## src/rtl/dsvx_pkg.sv

```systemverilog
package dsvx_pkg;

    localparam int SAMPLE_DEPTH = 16384;
    localparam int FADE_LENGTH  = 100;

    localparam int ADDR_W     = $clog2(SAMPLE_DEPTH);
    localparam int LEN_W      = 15;
    localparam int POS_W      = 15;
    localparam int FSTEP_W    = $clog2(FADE_LENGTH + 1);
    localparam int SMP_W      = 16;
    localparam int OP_W       = 2;
    localparam int SADDR_W    = 14;
    localparam int PAN_W      = 17;
    localparam int GAIN_W     = 16;
    localparam int MIX_W      = 17;
    localparam int CFG_IDX_W  = 2;
    localparam int CFG_DATA_W = 17;
    localparam int UNITY      = 65536;

    localparam int Q_DEPTH = 2;
    localparam int Q_PW    = (Q_DEPTH > 1) ? $clog2(Q_DEPTH) : 1;

    localparam logic [OP_W-1:0] OP_TICK = 2'd0;
    localparam logic [OP_W-1:0] OP_TRIG = 2'd1;
    localparam logic [OP_W-1:0] OP_LOAD = 2'd2;

    localparam logic [CFG_IDX_W-1:0] REG_LENGTH = 2'd0;
    localparam logic [CFG_IDX_W-1:0] REG_PAN    = 2'd1;
    localparam logic [CFG_IDX_W-1:0] REG_GAIN   = 2'd2;
    localparam logic [CFG_IDX_W-1:0] REG_MIX    = 2'd3;

    localparam int KIND_W = 3;
    localparam logic [KIND_W-1:0] K_HOLD = 3'd0;
    localparam logic [KIND_W-1:0] K_ZERO = 3'd1;
    localparam logic [KIND_W-1:0] K_PLAY = 3'd2;
    localparam logic [KIND_W-1:0] K_FADE = 3'd3;
    localparam logic [KIND_W-1:0] K_LOAD = 3'd4;

    // crossfade: weighted sum with offset, then divide by FADE_LENGTH via reciprocal
    localparam longint NUM_MAX   = longint'(65535) * FADE_LENGTH + FADE_LENGTH / 2;
    localparam int     NUM_W     = $clog2(NUM_MAX + 1);
    localparam int     FADE_BIAS = 32768 * FADE_LENGTH + FADE_LENGTH / 2;
    localparam int     DIV_SH    = NUM_W + $clog2(FADE_LENGTH);
    localparam int     DIV_M_W   = NUM_W + 1;
    localparam longint DIV_M_L   = ((longint'(1) << DIV_SH) + FADE_LENGTH - 1) / FADE_LENGTH;
    localparam logic [DIV_M_W-1:0] DIV_M = DIV_M_W'(DIV_M_L);
    localparam int     QP_W      = NUM_W + DIV_M_W;
    localparam int     PA_W      = SMP_W + FSTEP_W + 1;
    localparam int     ACC_W     = ((PA_W > NUM_W) ? PA_W : NUM_W) + 2;

    // output scaling: sample * pan * gain * mix, Q1.15 result
    localparam int PG_W   = 32;
    localparam int COEF_W = 48;
    localparam int COEF_H = COEF_W / 2;
    localparam int SCL_SH = 46;
    localparam int PH_W   = SMP_W + COEF_H;
    localparam int FULL_W = SMP_W + COEF_W;
    localparam int RND_W  = FULL_W - SCL_SH;

    typedef struct packed {
        logic [LEN_W-1:0]  length;
        logic [PAN_W-1:0]  pan;
        logic [GAIN_W-1:0] gain;
        logic [MIX_W-1:0]  mix;
    } t_cfg;

    typedef struct packed {
        logic [KIND_W-1:0]  kind;
        logic               rd_zero;
        logic [ADDR_W-1:0]  addr_a;
        logic [ADDR_W-1:0]  addr_b;
        logic [FSTEP_W-1:0] fade_k;
        logic [SMP_W-1:0]   wdata;
        logic               playing;
        logic               started;
        logic               finished;
    } t_cmd;

endpackage

```

## src/rtl/dsvx_queue.sv

```systemverilog
module dsvx_queue import dsvx_pkg::*; (
    input  logic i_clk,
    input  logic i_rst_n,
    input  logic i_push,
    input  t_cmd i_cmd,
    output logic o_ready,
    output logic o_valid,
    input  logic i_pop,
    output t_cmd o_cmd
);

    t_cmd              r_mem [Q_DEPTH];
    logic [Q_PW-1:0]   r_wr;
    logic [Q_PW-1:0]   r_rd;
    logic [Q_PW:0]     r_count;

    function automatic logic [Q_PW-1:0] ptr_next(input logic [Q_PW-1:0] p);
        if (p == Q_PW'(Q_DEPTH - 1)) begin
            return '0;
        end
        return p + Q_PW'(1);
    endfunction

    assign o_ready = (r_count != (Q_PW + 1)'(Q_DEPTH));
    assign o_valid = (r_count != '0);
    assign o_cmd   = r_mem[r_rd];

    always_ff @(posedge i_clk) begin
        if (i_push) begin
            r_mem[r_wr] <= i_cmd;
        end
    end

    always_ff @(posedge i_clk) begin
        if (!i_rst_n) begin
            r_wr    <= '0;
            r_rd    <= '0;
            r_count <= '0;
        end else begin
            if (i_push) begin
                r_wr <= ptr_next(r_wr);
            end
            if (i_pop) begin
                r_rd <= ptr_next(r_rd);
            end
            if (i_push && !i_pop) begin
                r_count <= r_count + (Q_PW + 1)'(1);
            end else if (i_pop && !i_push) begin
                r_count <= r_count - (Q_PW + 1)'(1);
            end
        end
    end

`ifndef ASSERT_OFF
    a_count_bound: assert property (@(posedge i_clk) disable iff (!i_rst_n)
        r_count <= (Q_PW + 1)'(Q_DEPTH))
        else $error("queue count above depth");
    a_no_underflow: assert property (@(posedge i_clk) disable iff (!i_rst_n)
        (r_count == '0) |-> !i_pop)
        else $error("pop from empty queue");
`endif

endmodule

```

## config.mk

```make
export PLATFORM = sky130hd
export DESIGN_NAME = dsvx_queue
export DESIGN_NICKNAME = d
export VERILOG_FILES = /design/src/rtl/dsvx_pkg.sv /design/src/rtl/dsvx_queue.sv
export SDC_FILE = /design/constraint.sdc
export NUM_CORES = 1
export LEC_CHECK = 0
export BUFFER_PORTS_ARGS = -buffer_cell sky130_fd_sc_hd__buf_2
export CAP_MARGIN = 5
export CELL_PAD_IN_SITES_DETAIL_PLACEMENT = 1
export CELL_PAD_IN_SITES_GLOBAL_PLACEMENT = 2
export CORE_MARGIN = 2
export CORE_UTILIZATION = 41
export CTS_CLUSTER_SIZE = 14
export DETAILED_ROUTE_END_ITERATION = 8
export GPL_TIMING_DRIVEN = 1
export PLACE_DENSITY = 0.94
export SLEW_MARGIN = 15
export SYNTH_ARGS = -nofsm -noshare
export SYNTH_HDL_FRONTEND = slang
export SYNTH_SLANG_ARGS = --single-unit
export TNS_END_PERCENT = 50
```

## constraint.sdc

```tcl
create_clock -name i_clk -period 10.55 [get_ports i_clk]
set_clock_uncertainty 0.2 [all_clocks]
set_input_delay 2.11 -clock i_clk [delete_from_list [all_inputs] [get_ports i_clk]]
set_output_delay 2.11 -clock i_clk [all_outputs]
set_load 0.03 [all_outputs]
```

==> Word-level counts from Yosys, hierarchy flattened <==
Memory sizes are Yosys's and may differ from the RTL's. A register that Yosys moved wholly into a read port is not among the register bits.
Cells that the tools add are included.
{ "classes": {"add_sub_neg": 4, "eq_ne": 1, "n_mux": 16, "n_reduce_logical": 6} }
{ "op_table": {"columns": ["operator", "n"], "rows": [
  ["$mux 1", 14],
  ["$mux 2", 2],
  ["$reduce_bool 2->1", 2],
  ["$add 1x1->1 const B", 2],
  ["$add 2x1->2 const B", 1],
  ["$logic_and 1x1->1", 2],
  ["$logic_not 1->1", 2],
  ["$ne 2x2->1 const B", 1],
  ["$sub 2x1->2 const B", 1]
]} }
{ "word_totals": {"ff_bits": 4, "mem_bits_rw": 116, "output_inout_bits": 60, "elab_cells": 31, "n_memories": 1} }
{ "memory_table": {"columns": ["memory", "depth", "width", "read_ports", "rd_ports_with_merged_regs", "wr", "line_no", "source"], "rows": [
  ["r_mem", 2, 58, 1, 1, 1, "dsvx_queue.sv:12", "t_cmd r_mem [Q_DEPTH];"]
]} }

==> Depth between registers and ports, before layout <==
{ "logic_depth": {"depth_word": 6, "mapped_depth": 5} }

==> Least setup slack after synthesis <==
Ideal clock, no wire load.
{ "synth_path": {"path_type": "input to register", "from": "in i_push", "to": "mem r_mem[0][0] (netlist bit), enable pin", "setup_ns": 0.482, "t_arrival_ns": 4.699, "required_ns": 9.868, "path_slack_ns": 5.169, "path_stages": 1, "path_cell_list": "nor2b_1"} }
{ "synth_between": {"elab_chain_cells": 2} }
{ "synth_rtl": {"columns": ["item", "line_no", "source"], "rows": [
  ["start, declared", "dsvx_queue.sv:4", "input logic i_push,"],
  ["$mux 1", "dsvx_queue.sv:29", "if (i_push) begin"],
  ["$mux 1 (implied by the code)", "dsvx_queue.sv:30", "r_mem[r_wr] <= i_cmd;"],
  ["end, declared", "dsvx_queue.sv:12", null]
]} }
No other way between the ends.

==> flow_metrics.tcl <==
set metrics [dict create \
    synth-edff-count 116 \
    crit_buf_inv 1 \
    instances_no_fill 491 \
    drive_above_1_share 0.610 \
    worst_setup_path_end_kind "output port" \
    yosysWarnings 0 \
    rsz0062_at_grt "false" \
    synth_cell_type_count 19 \
    critPathSlowestCell "dfxtp_4" \
    fmax_mhz 227 \
    drtPass1Iterations 4 \
    grt.total_usage 0.143 \
    drt_iter0_markers 69 \
    syn_inst 202 \
    setup_tns_ns 0 \
    timing.final.crit_period_ns 4.41 \
    grt_pass1_wl_um 12300 \
    dieArea_sq_um 11800 \
    placementRows 38 \
    num_vias 2300 \
    post-route-period-util 0.418 \
    grt.overflow.total 0 \
    synth_area_leaders "edfxtp_1, mux2_2, mux2_4" \
    hold_class "flip-flop to flip-flop" \
    switching_share 0.234 \
    r2r-start "r_wr" \
    worst_path_largest_cell_delay_ns 0.95 \
    syn_area_sq_um 4480 \
    cts.sinks 121 \
    diodes 0 \
    ys_top_cells_by_count "edfxtp_1, mux2_2, mux2_4" \
    root_buffer "clkbuf_8" \
    core-area_sq_um 10700 \
    postPlaceCellArea_sq_um 5240 \
    reg2reg_slack_ns 8.45 \
    arrival_ns 2.10 \
    maxSlewViolCount 0 \
    dp.cells 459 \
    pwr-share-comb 0.111 \
    holdWs_ns 0.328 \
    dpl.hpwl_um 5200 \
    synth_ff_type "edfxtp_1" \
    synth_largest_area_cell "edfxtp_1" \
    path_class "flip-flop to output port" \
    fp.dieW_um 108 \
    boundaryPins 122 \
    max_slew_margin 0.394 \
    p_leak_nw 2.24 \
    areaGrowthSynthToFinish_pct 29.9 \
    synth_seq_cells 121 \
    syn_avg_cell_area_sq_um 22.2 \
    cts_max_level 4 \
    cts_tree "built" \
    final-setup-viol-count 0 \
    reg2reg_depth 2 \
    cts_buffers 17 \
    p_per_area_nw_per_um2 217 \
    switchingPower_w 0.000295 \
    path_clk_slew_ns 0.06 \
    first_global_vias 2582 \
    viasPerCell 4.68 \
    start_util 0.417 \
    fp.dieH_um 108 \
    finalPower_w 0.00126 \
    grt_max_degree 59 \
    hold_path_end "r_count[1]" \
    crit_required_ns 8.24 \
    port-buffer-count 121 \
    timing.rr.end "r_mem[1][44]" \
    seq_area_frac_synth 0.801 \
    drtAntennaViolNets 0 \
    drc 0 \
    clkLatencyLatePin_ns 0.50 \
    cp_max_fo 58 \
    antenna_found_initial 1 \
    hp-start "r_count[1]" \
    synth_nets 265 \
    wl_um 8050 \
    crit_family "flip-flops" \
    power.internal_w 0.000966 \
    ir_drop_mv 0.0998 \
    status "completed" \
    finalInstanceArea_sq_um 5810 \
    synth_most_common_cell "edfxtp_1" \
    startpoint_type "flip-flop" \
    path_cells "mux2_2, buf_2" \
    drt-wirelength-per-cell_um 16.4 \
    final_hold_viol_count 0 \
    post-synth-top-area-fraction 0.778 \
    clock_path_buffers 2 \
    min_path_cells 2 \
    tightest_slew_ns 0.909 \
    cts_setup_buffers 0 \
    hold_buffers 0 \
    nNetsFinal 401 \
    max_cap_viol_count 0 \
    place.gp.congestion 0.660 \
    seq_power_share 0.454 \
    cts_resized 0 \
    pwr-share-clk 0.435 \
    async_flop_share 0 \
]
[cell usage in the layout, fill, tap and decap left out, drive strengths merged]
cell and instances:
or2 1, nand2b 1, and2 4, dfxtp 5, edfxtp 116, xor2 2, clkinv 7, inv 1
mux2 58, clkbuf 17, ha 1, clkinvlp 5, o21a 1, bufinv 3, nor2b 2, or3 1
xnor2 1, buf 123, o21ai 1, a21boi 1
[worst register-to-register path: stages (launching register included)]
cell and delay, ns:
dfxtp_1 0.39, and2_2 0.58, buf_4 0.55
[state kept, by name, summed over array words and instances (netlist names), named ones only]
signal,flops
r_count,2
r_mem,116
r_rd,1
r_wr,1
[final cells by class]
type	count	area (sq um)
tap	140	175
clock inverter	15	159
timing repair buffer	123	621
clock buffer	17	414
fill	1044	4930
sequential	121	3590
multi-input combinational	74	852
inverter	1	3.75
[power groups by stage]
stage	registers [W]	clock network [W]	logic [W]
2_1_floorplan	0.000571	0	0.000108
3_3_place_gp	0.000580	0	0.000139
3_5_place_dp	0.000583	0	0.000142
4_1_cts	0.000573	0.000564	0.000142
5_1_grt	0.000576	0.000584	0.000149
6_report	0.000572	0.000549	0.000140
[layer usage]
layer	wire length, um	GRT usage
met4	104	0.0714
met5	0	0
met2	4400	0.255
met1	3110	0.150
met3	444	0.0476
[worst max path at each step]
stage / from / endpoint / slack (ns) / cells past startpoint
final: flip-flop / o_cmd[49] / 6.14 / 2
after global placement: i_push / r_mem[0][33] / 6.57 / 3
after detailed placement: i_push / r_mem[0][33] / 6.52 / 3
after floorplan: i_push / r_mem[0][0] / 5.17 / 1
after CTS: flip-flop / o_cmd[57] / 6.10 / 2
after global routing: flip-flop / o_cmd[49] / 6.03 / 2
[kinds of logic after synthesis]
kind of cell,after synthesis,share of synthesized area
muxes,58,0.163
buffers and inverters,7,0.0109
AOI/OAI and AO/OA,3,0.00447
and+or+nand+nor,9,0.0126
adders and majority gates,1,0.00280
xor gates and xnor gates,3,0.00587
DFF,121,0.801
[stage by stage]
stage | util | setup WS, ns
2_1_floorplan | - | 5.17
3_3_place_gp | 0.488 | 6.57
3_5_place_dp | 0.488 | 6.52
4_1_cts | 0.541 | 6.10
5_1_grt | 0.541 | 6.03
6_report | 0.541 | 6.14
(Power assumes the default switching activity.)
