<file path="config.mk">
export PLATFORM = sky130hd
export DESIGN_NAME = dsvx_front_flat
export DESIGN_NICKNAME = d
export VERILOG_FILES = /design/src/rtl/dsvx_pkg.sv /design/src/rtl/dsvx_if.sv /design/src/rtl/dsvx_front.sv /design/src/flat_wrapper.sv
export SDC_FILE = /design/constraint.sdc
export NUM_CORES = 1
export LEC_CHECK = 0
export BUFFER_PORTS_ARGS = -buffer_cell sky130_fd_sc_hd__buf_2
export CORE_MARGIN = 1.5
export CORE_UTILIZATION = 50
export CTS_CLUSTER_DIAMETER = 80
export DETAILED_ROUTE_END_ITERATION = 16
export PLACE_DENSITY = 0.79
export SLEW_MARGIN = 30
export SYNTH_ARGS = -nofsm -noshare
export SYNTH_HDL_FRONTEND = slang
export SYNTH_SLANG_ARGS = --single-unit
</file>
<file path="constraint.sdc">
create_clock -name i_clk -period 4.9 [get_ports i_clk]
set_input_delay 0 -clock i_clk [delete_from_list [all_inputs] [get_ports i_clk]]
set_output_delay 0 -clock i_clk [all_outputs]
set_load 0.1 [all_outputs]
</file>
<file path="src/rtl/dsvx_pkg.sv">
package dsvx_pkg;

    localparam int SAMPLE_DEPTH = 16384;
    localparam int FADE_LENGTH  = 100;

    localparam int ADDR_W     = $clog2(SAMPLE_DEPTH);
    localparam int LEN_W      = 15;
    localparam int POS_W      = 15;
    localparam int FSTEP_W    = $clog2(FADE_LENGTH + 1);
    localparam int SMP_W      = 16;
    localparam int OP_W       = 2;
    localparam int SADDR_W    = 14;
    localparam int PAN_W      = 17;
    localparam int GAIN_W     = 16;
    localparam int MIX_W      = 17;
    localparam int CFG_IDX_W  = 2;
    localparam int CFG_DATA_W = 17;
    localparam int UNITY      = 65536;

    localparam int Q_DEPTH = 2;
    localparam int Q_PW    = (Q_DEPTH > 1) ? $clog2(Q_DEPTH) : 1;

    localparam logic [OP_W-1:0] OP_TICK = 2'd0;
    localparam logic [OP_W-1:0] OP_TRIG = 2'd1;
    localparam logic [OP_W-1:0] OP_LOAD = 2'd2;

    localparam logic [CFG_IDX_W-1:0] REG_LENGTH = 2'd0;
    localparam logic [CFG_IDX_W-1:0] REG_PAN    = 2'd1;
    localparam logic [CFG_IDX_W-1:0] REG_GAIN   = 2'd2;
    localparam logic [CFG_IDX_W-1:0] REG_MIX    = 2'd3;

    localparam int KIND_W = 3;
    localparam logic [KIND_W-1:0] K_HOLD = 3'd0;
    localparam logic [KIND_W-1:0] K_ZERO = 3'd1;
    localparam logic [KIND_W-1:0] K_PLAY = 3'd2;
    localparam logic [KIND_W-1:0] K_FADE = 3'd3;
    localparam logic [KIND_W-1:0] K_LOAD = 3'd4;

    // crossfade: weighted sum with offset, then divide by FADE_LENGTH via reciprocal
    localparam longint NUM_MAX   = longint'(65535) * FADE_LENGTH + FADE_LENGTH / 2;
    localparam int     NUM_W     = $clog2(NUM_MAX + 1);
    localparam int     FADE_BIAS = 32768 * FADE_LENGTH + FADE_LENGTH / 2;
    localparam int     DIV_SH    = NUM_W + $clog2(FADE_LENGTH);
    localparam int     DIV_M_W   = NUM_W + 1;
    localparam longint DIV_M_L   = ((longint'(1) << DIV_SH) + FADE_LENGTH - 1) / FADE_LENGTH;
    localparam logic [DIV_M_W-1:0] DIV_M = DIV_M_W'(DIV_M_L);
    localparam int     QP_W      = NUM_W + DIV_M_W;
    localparam int     PA_W      = SMP_W + FSTEP_W + 1;
    localparam int     ACC_W     = ((PA_W > NUM_W) ? PA_W : NUM_W) + 2;

    // output scaling: sample * pan * gain * mix, Q1.15 result
    localparam int PG_W   = 32;
    localparam int COEF_W = 48;
    localparam int COEF_H = COEF_W / 2;
    localparam int SCL_SH = 46;
    localparam int PH_W   = SMP_W + COEF_H;
    localparam int FULL_W = SMP_W + COEF_W;
    localparam int RND_W  = FULL_W - SCL_SH;

    typedef struct packed {
        logic [LEN_W-1:0]  length;
        logic [PAN_W-1:0]  pan;
        logic [GAIN_W-1:0] gain;
        logic [MIX_W-1:0]  mix;
    } t_cfg;

    typedef struct packed {
        logic [KIND_W-1:0]  kind;
        logic               rd_zero;
        logic [ADDR_W-1:0]  addr_a;
        logic [ADDR_W-1:0]  addr_b;
        logic [FSTEP_W-1:0] fade_k;
        logic [SMP_W-1:0]   wdata;
        logic               playing;
        logic               started;
        logic               finished;
    } t_cmd;

endpackage

</file>
<file path="src/rtl/dsvx_if.sv">
interface dsvx_in_if import dsvx_pkg::*; ();
    logic                      valid;
    logic                      ready;
    logic [OP_W-1:0]           opcode;
    logic [SADDR_W-1:0]        sample_addr;
    logic signed [SMP_W-1:0]   sample_value;

    modport source (output valid, opcode, sample_addr, sample_value, input ready);
    modport sink   (input valid, opcode, sample_addr, sample_value, output ready);
endinterface


</file>
<file path="src/rtl/dsvx_front.sv">
module dsvx_front import dsvx_pkg::*; (
    input  logic             i_clk,
    input  logic             i_rst_n,
    dsvx_in_if.sink          i_item,
    input  logic [LEN_W-1:0] i_length,
    input  logic             i_q_ready,
    output logic             o_push,
    output t_cmd             o_cmd
);

    logic               r_playing, n_playing;
    logic               r_fading, n_fading;
    logic [POS_W-1:0]   r_pos, n_pos;
    logic [FSTEP_W-1:0] r_step, n_step;

    logic [LEN_W-1:0]   eff;
    logic [LEN_W-1:0]   last_idx;
    logic               len_zero;
    logic [POS_W:0]     pos_x;
    logic [POS_W:0]     pos_inc;
    logic [POS_W:0]     prev;
    logic [FSTEP_W-1:0] step_inc;
    t_cmd               cmd;

    function automatic logic [ADDR_W-1:0] clamp_idx(input logic [POS_W:0] idx,
                                                    input logic [LEN_W-1:0] lst);
        logic [POS_W:0] lst_x;
        lst_x = (POS_W + 1)'(lst);
        if (idx > lst_x) begin
            return ADDR_W'(lst);
        end
        return ADDR_W'(idx);
    endfunction

    assign i_item.ready = i_q_ready;
    assign o_push       = i_item.valid && i_q_ready;
    assign o_cmd        = cmd;

    always_comb begin
        eff       = (int'(i_length) > SAMPLE_DEPTH) ? LEN_W'(SAMPLE_DEPTH) : i_length;
        len_zero  = (eff == '0);
        last_idx  = eff - LEN_W'(1);
        pos_x     = {1'b0, r_pos};
        pos_inc   = pos_x + (POS_W + 1)'(1);
        prev      = pos_x + (POS_W + 1)'(r_step);
        step_inc  = r_step + FSTEP_W'(1);

        n_playing = r_playing;
        n_fading  = r_fading;
        n_pos     = r_pos;
        n_step    = r_step;

        cmd.kind     = K_HOLD;
        cmd.rd_zero  = len_zero;
        cmd.addr_a   = clamp_idx(pos_x, last_idx);
        cmd.addr_b   = clamp_idx((POS_W + 1)'(r_step), last_idx);
        cmd.fade_k   = r_step;
        cmd.wdata    = i_item.sample_value;
        cmd.started  = 1'b0;
        cmd.finished = 1'b0;

        case (i_item.opcode)
            OP_TICK: begin
                if (r_playing) begin
                    if (!r_fading) begin
                        cmd.kind = K_PLAY;
                        n_pos    = POS_W'(pos_inc);
                        if (pos_inc >= (POS_W + 1)'(eff)) begin
                            n_playing    = 1'b0;
                            cmd.finished = 1'b1;
                        end
                    end else begin
                        cmd.kind   = K_FADE;
                        cmd.addr_a = clamp_idx(prev, last_idx);
                        n_step     = step_inc;
                        if (int'(step_inc) >= FADE_LENGTH) begin
                            n_pos    = POS_W'(step_inc);
                            n_fading = 1'b0;
                        end
                    end
                end
            end
            OP_TRIG: begin
                if (!len_zero) begin
                    if (!r_playing) begin
                        cmd.kind    = K_ZERO;
                        cmd.started = 1'b1;
                        n_playing   = 1'b1;
                        n_fading    = 1'b0;
                        n_pos       = '0;
                    end else begin
                        n_fading = 1'b1;
                        n_step   = '0;
                    end
                end
            end
            OP_LOAD: begin
                if (int'(i_item.sample_addr) < SAMPLE_DEPTH) begin
                    cmd.kind   = K_LOAD;
                    cmd.addr_a = ADDR_W'(i_item.sample_addr);
                end
            end
            default: begin
            end
        endcase

        cmd.playing = n_playing;
    end

    always_ff @(posedge i_clk) begin
        if (!i_rst_n) begin
            r_playing <= 1'b0;
            r_fading  <= 1'b0;
            r_pos     <= '0;
            r_step    <= '0;
        end else if (o_push) begin
            r_playing <= n_playing;
            r_fading  <= n_fading;
            r_pos     <= n_pos;
            r_step    <= n_step;
        end
    end

`ifndef ASSERT_OFF
    a_fade_needs_play: assert property (@(posedge i_clk) disable iff (!i_rst_n)
        r_fading |-> r_playing)
        else $error("fade active while voice idle");
`endif

endmodule

</file>
<file path="src/flat_wrapper.sv">
// flat-port wrapper written by rule: the top's interface ports become plain ports
module dsvx_front_flat import dsvx_pkg::*;
  (i_clk, i_rst_n, i_length, i_q_ready, o_push, o_cmd, i_item_valid, i_item_opcode, i_item_sample_addr, i_item_sample_value, i_item_ready);
  dsvx_in_if i_item_i ();
  input  logic i_clk;
  input  logic i_rst_n;
  input  logic [LEN_W-1:0] i_length;
  input  logic i_q_ready;
  output logic o_push;
  output t_cmd o_cmd;
  input wire logic [$bits(i_item_i.valid)-1:0] i_item_valid;
  input wire logic [$bits(i_item_i.opcode)-1:0] i_item_opcode;
  input wire logic [$bits(i_item_i.sample_addr)-1:0] i_item_sample_addr;
  input wire logic [$bits(i_item_i.sample_value)-1:0] i_item_sample_value;
  output wire logic [$bits(i_item_i.ready)-1:0] i_item_ready;
  assign i_item_i.valid = i_item_valid;
  assign i_item_i.opcode = i_item_opcode;
  assign i_item_i.sample_addr = i_item_sample_addr;
  assign i_item_i.sample_value = i_item_sample_value;
  assign i_item_ready = i_item_i.ready;
  dsvx_front u_core (.i_clk(i_clk), .i_rst_n(i_rst_n), .i_item(i_item_i), .i_length(i_length), .i_q_ready(i_q_ready), .o_push(o_push), .o_cmd(o_cmd));
endmodule
</file>
After elaboration in Yosys (flattened, before gate mapping)
Index checks and enable logic that the tools add are counted.

Reductions and logical operators: 7. Magnitude comparators: 6. Add/sub/neg operators: 4. Equality and inequality tests: 8. Multiplexer cells: 50.

Operators by type and width (count): 2-to-1 mux 14 bit (8); 2-to-1 mux 15 bit (6); case mux 15 bit (2 select lines) (1); 2-to-1 mux 7 bit (4); case mux 14 bit (2 select lines) (1); 2-to-1 mux 1 bit (24); adder 15 x 1 -> 16 bit, second input constant (1); adder 15 x 7 -> 16 bit (1); >= comparator 16 x 15 -> 1 bit (1); greater-than comparator 16 x 15 -> 1 bit (1); greater-than comparator 15 bit (1); greater-than comparator 15 bit, second input constant (1); greater-than comparator 7 x 15 -> 1 bit (1); logical NOT 15 bit (1); subtractor 15 x 1 -> 15 bit, second input constant (1); case mux 7 bit (2 select lines) (1); AND reduction 6 bit (2); case mux 3 bit (3 select lines) (1); adder 7 x 1 -> 7 bit, second input constant (1); >= comparator 7 bit, second input constant (1); 2-to-1 mux 3 bit (2); inequality test 2 x 1 -> 1 bit, second input constant (3); inequality test 2 bit, second input constant (2); case mux 1 bit (2 select lines) (2); other kinds (7) (7).

Word-level logic and storage cells: 79. Bits of input ports: 51. Output and inout bits: 60. Register bits after elaboration: 24.

Longest topological paths before layout
Depth in word-level cells: 12. Depth in mapped cells: 20. Depth with buffers taken out: 17.

Worst setup path after synthesis
No wires, ideal clock.

Kind: flip-flop to output port. From: reg u_core.r_step[1]. To: out o_cmd[49] (netlist name). Cell stages (with the launch flop): 15. Required time: 4.900 ns. Buffers on the path: 1. Slack: -1.371 ns. Data arrival time: 6.271 ns. Cells stage by stage: dfxtp_1 ha_1 a211oi_1 o21ai_0 a31oi_1 nor2_1 xor2_1 ha_1 and4_1 nand2_1 a2111o_1 o211ai_1 nand2_4 buf_6 o311ai_1.

RTL lines: from (decl) (RTL line dsvx_front.sv:14) `logic [FSTEP_W-1:0] r_step, n_step;`; from (signal assigned) (RTL line dsvx_front.sv:120) `r_step <= n_step;`; to (decl) (RTL line flat_wrapper.sv:10) `output t_cmd o_cmd;`.

==> summary.md <==
| Metric | Value |
|---|---|
| Maximum VDD drop | 0.134 mV |
| Switching power share of the total | 0.420 |
| Final Core Density | 0.566 |
| IO Count | 111 |
| Tot GR Track Use | 0.300 |
| Clock Power Share | 0.287 |
| Worst slack at placement | 337 ps |
| Sequential group share of total power | 0.300 |
| Relative slew slack | 0.505 |
| Die Span Y | 97.3 um |
| Residual DRC | 0 |
| Synth top area cells | ha_1 16%, dfxtp_1 11%, nand2_1 5.2% |
| Synth area leader | ha_1 |
| Critical-path maximum fanout | 6 |
| Vias in the first global route | 4657 |
| Final hold viol count | 0 |
| Worst-margin pin slew | 739 ps |
| Post-Syn Instances | 609 |
| Asr flop ratio synth | 0 |
| F_max | 218 MHz |
| Initial antenna violation count | 0 |
| Hold Crit Class | primary input to primary output |
| Num rows | 34 |
| Internal | 0.375 mW |
| Synthesized area | 4440 sq um |
| Leakage power | 2.35 nW |
| Post-Route WL | 14800 um |
| WP data arrival | 4590 ps |
| CP Launch Type | flop |
| P&R area growth vs syn | 10.5% |
| Sequential share of the synthesized area | 0.108 |
| Final total power | 0.647 mW |
| Post-route setup slack | 310 ps |
| Pwr dens | 132 nW/um^2 |
| WL/cell | 19.6 um |
| Worst hold margin | 0.0439 ps |
| Distinct cells, synth | 62 |
| GR Overflow Total | 0 |
| ANT nets after route | 0 |
| Worst setup EP type | primary output |
| Status | finished clean |
| Post-synth top area share | 0.163 |
| Core ar. | 8680 sq um |
| R2R setup slack | 1790 ps |
| Post-DP HPWL | 11500 um |
| Final #Nets | 756 |
| Comb power frac | 0.413 |
| Initial Util | 0.512 |
| Required time worst endpoint | 4900 ps |
| First-pass GRT wire length | 23200 um |
| Largest net degree at the start of global routing | 25 |
| Setup TNS | 0 ps |
| Max Cap Violations | 0 |
| Critical path type | flop to primary output |
| Switching pwr | 0.271 mW |
| Setup violations, final | 0 |
| Crit path time final | 4590 ps |
| Via-per-instance ratio | 6.57 |
| Clock Latency Late Sink | 280 ps |
| Yosys warnings | 0 |
| Initial DRC Count | 391 |
| RSZ-0062 raised after global routing | false |
| Number of enable flip-flop cells after synthesis | 0 |
| Die area | 9460 sq um |
| Placer Congestion | 0.947 |
| ANT cells | 0 |
| Average instance area after synthesis | 7.30 sq um |
| Drt pass-1 iters | 5 |
| Buffers on Ports | 71 |
| Clk root buf | clkbuf_8 |
| Die X | 97.3 um |
| Via Count | 4950 |
| Layout cells sized above 1 | 0.189 |
| Clock Path Buffers | 2 |
| Clock Skews | 5.03 ps |
| CTS tree | yes |
| Clk slew on worst S/H paths | 100 ps |
| Num CTS Buffers | 3 |
| Final slew viol count | 0 |
| Top_reg_cell synth | dfxtp_1 |
| H-tree levels | 1 |
| #FFs+latches synth | 24 |
| Final worst-path cycle share | 0.937 |
| Clock sinks | 24 |
[stage by stage]
step	cell area [sq um]	cells
6_report	4910	753
5_1_grt	4910	753
4_1_cts	4910	753
3_5_place_dp	4840	749
3_3_place_gp	4830	749
2_1_floorplan	4570	615
[power by group through the flow]
stage	Clock (mW)	Combinational, mW	Sequential (mW)
6_report	0.186	0.267	0.194
3_3_place_gp	0	0.256	0.198
5_1_grt	0.193	0.284	0.194
3_5_place_dp	0	0.262	0.198
4_1_cts	0.188	0.263	0.194
2_1_floorplan	0	0.257	0.199
[cell type report]
type | instances | area (sq um)
timing repair buffer | 86 | 468
inverter | 21 | 78.8
clock inverter | 1 | 30.0
fill | 820 | 3770
sequential | 24 | 507
clock buffer | 3 | 41.3
multi-input combinational | 510 | 3650
tap | 108 | 135
[state kept, by name, summed over array words and instances (netlist names)]
register,count
u_core.r_pos,15
u_core.r_playing,1
u_core.r_step,7
u_core.r_fading,1
[routing by layer]
metal	GRT usage	share of wire
met1	0.393	0.42
met2	0.509	0.46
met3	0.0317	0.090
met4	0.114	0.033
met5	0	0
[Yosys cell counts, types with 3 or more instances]
| cell type | number |
|---|---|
| nand2_1 | 61 |
| ha_1 | 58 |
| a21oi_1 | 34 |
| clkbuf_1 | 30 |
| nand3_1 | 29 |
| o21ai_0 | 29 |
| buf_4 | 26 |
| nor2_1 | 26 |
| dfxtp_1 | 24 |
| nor2b_1 | 24 |
| xnor2_1 | 22 |
| inv_1 | 21 |
| a21o_1 | 18 |
| nor3_1 | 18 |
| xor2_1 | 14 |
| and3_1 | 12 |
| mux2i_1 | 12 |
| and2_1 | 10 |
| a22oi_1 | 9 |
| o211ai_1 | 9 |
| nand4_1 | 8 |
| or3_1 | 8 |
| a2111oi_0 | 7 |
| a211oi_1 | 7 |
| nand2b_1 | 7 |
| a31oi_1 | 6 |
| o21a_1 | 6 |
| or2_2 | 6 |
| o31ai_1 | 5 |
| a32oi_1 | 4 |
| mux2_2 | 4 |
| nand3b_1 | 4 |
| nor4_1 | 4 |
| o211a_1 | 4 |
| a21boi_0 | 3 |
| and4_1 | 3 |
| o2111ai_1 | 3 |
[cell families after synthesis]
kind of cell             Yosys count  share of synthesized area
multiplexers                      16                     0.0372
XOR/XNOR                          36                     0.0709
flip-flops                        24                      0.108
buffers and inverters             81                     0.0923
adder cells (fa/ha/maj)           59                      0.168
other                              1                   0.000844
AO/OA/AOI/OAI                    166                      0.260
AND/OR/NAND/NOR                  226                      0.263
[critical path: stages, from the launching register on]
cell      delay, ps
dfxtp_1         530
ha_4            260
a211oi_2        320
o21ai_1         190
a31oi_2         270
nor2_1           90
xor2_1          170
ha_1            310
and4_1          240
nand2_1          70
a2111o_1        310
o211ai_1        390
nand3_1         250
a21boi_1        250
o211ai_1        210
buf_2           450
[path summary, 6_finish.rpt]
path | from | to | cells after the start
worst max register to register | u_core.r_pos[1] | u_core.r_playing | 15
worst min register to register | u_core.r_step[2] | u_core.r_step[2] | 2
worst max-delay path | u_core.r_pos[1] | o_cmd[41] | 15
worst min-delay path | i_item_sample_value[6] | o_cmd[9] | 0
[placed cells by master, fill, tap and decap left out, types with 12 or more instances in the layout]
cell and count:
a21o_1 18, a21oi_1 34, and3_1 12, buf_2 71, buf_4 15, dfxtp_1 17
ha_1 56, inv_1 21, mux2i_1 12, nand2_1 61, nand3_1 29, nor2_1 26
nor2b_1 23, nor3_1 18, o21ai_0 26, xnor2_1 22, xor2_1 14
[what timing repair did]
action,CTS,global route
setup endpoints to repair,0,2
hold buffers,0,0
buffers inserted,0,0
resized for setup,0,1
endpoints found under the hold margin,0,0
Power figures use the tool's default switching activity.
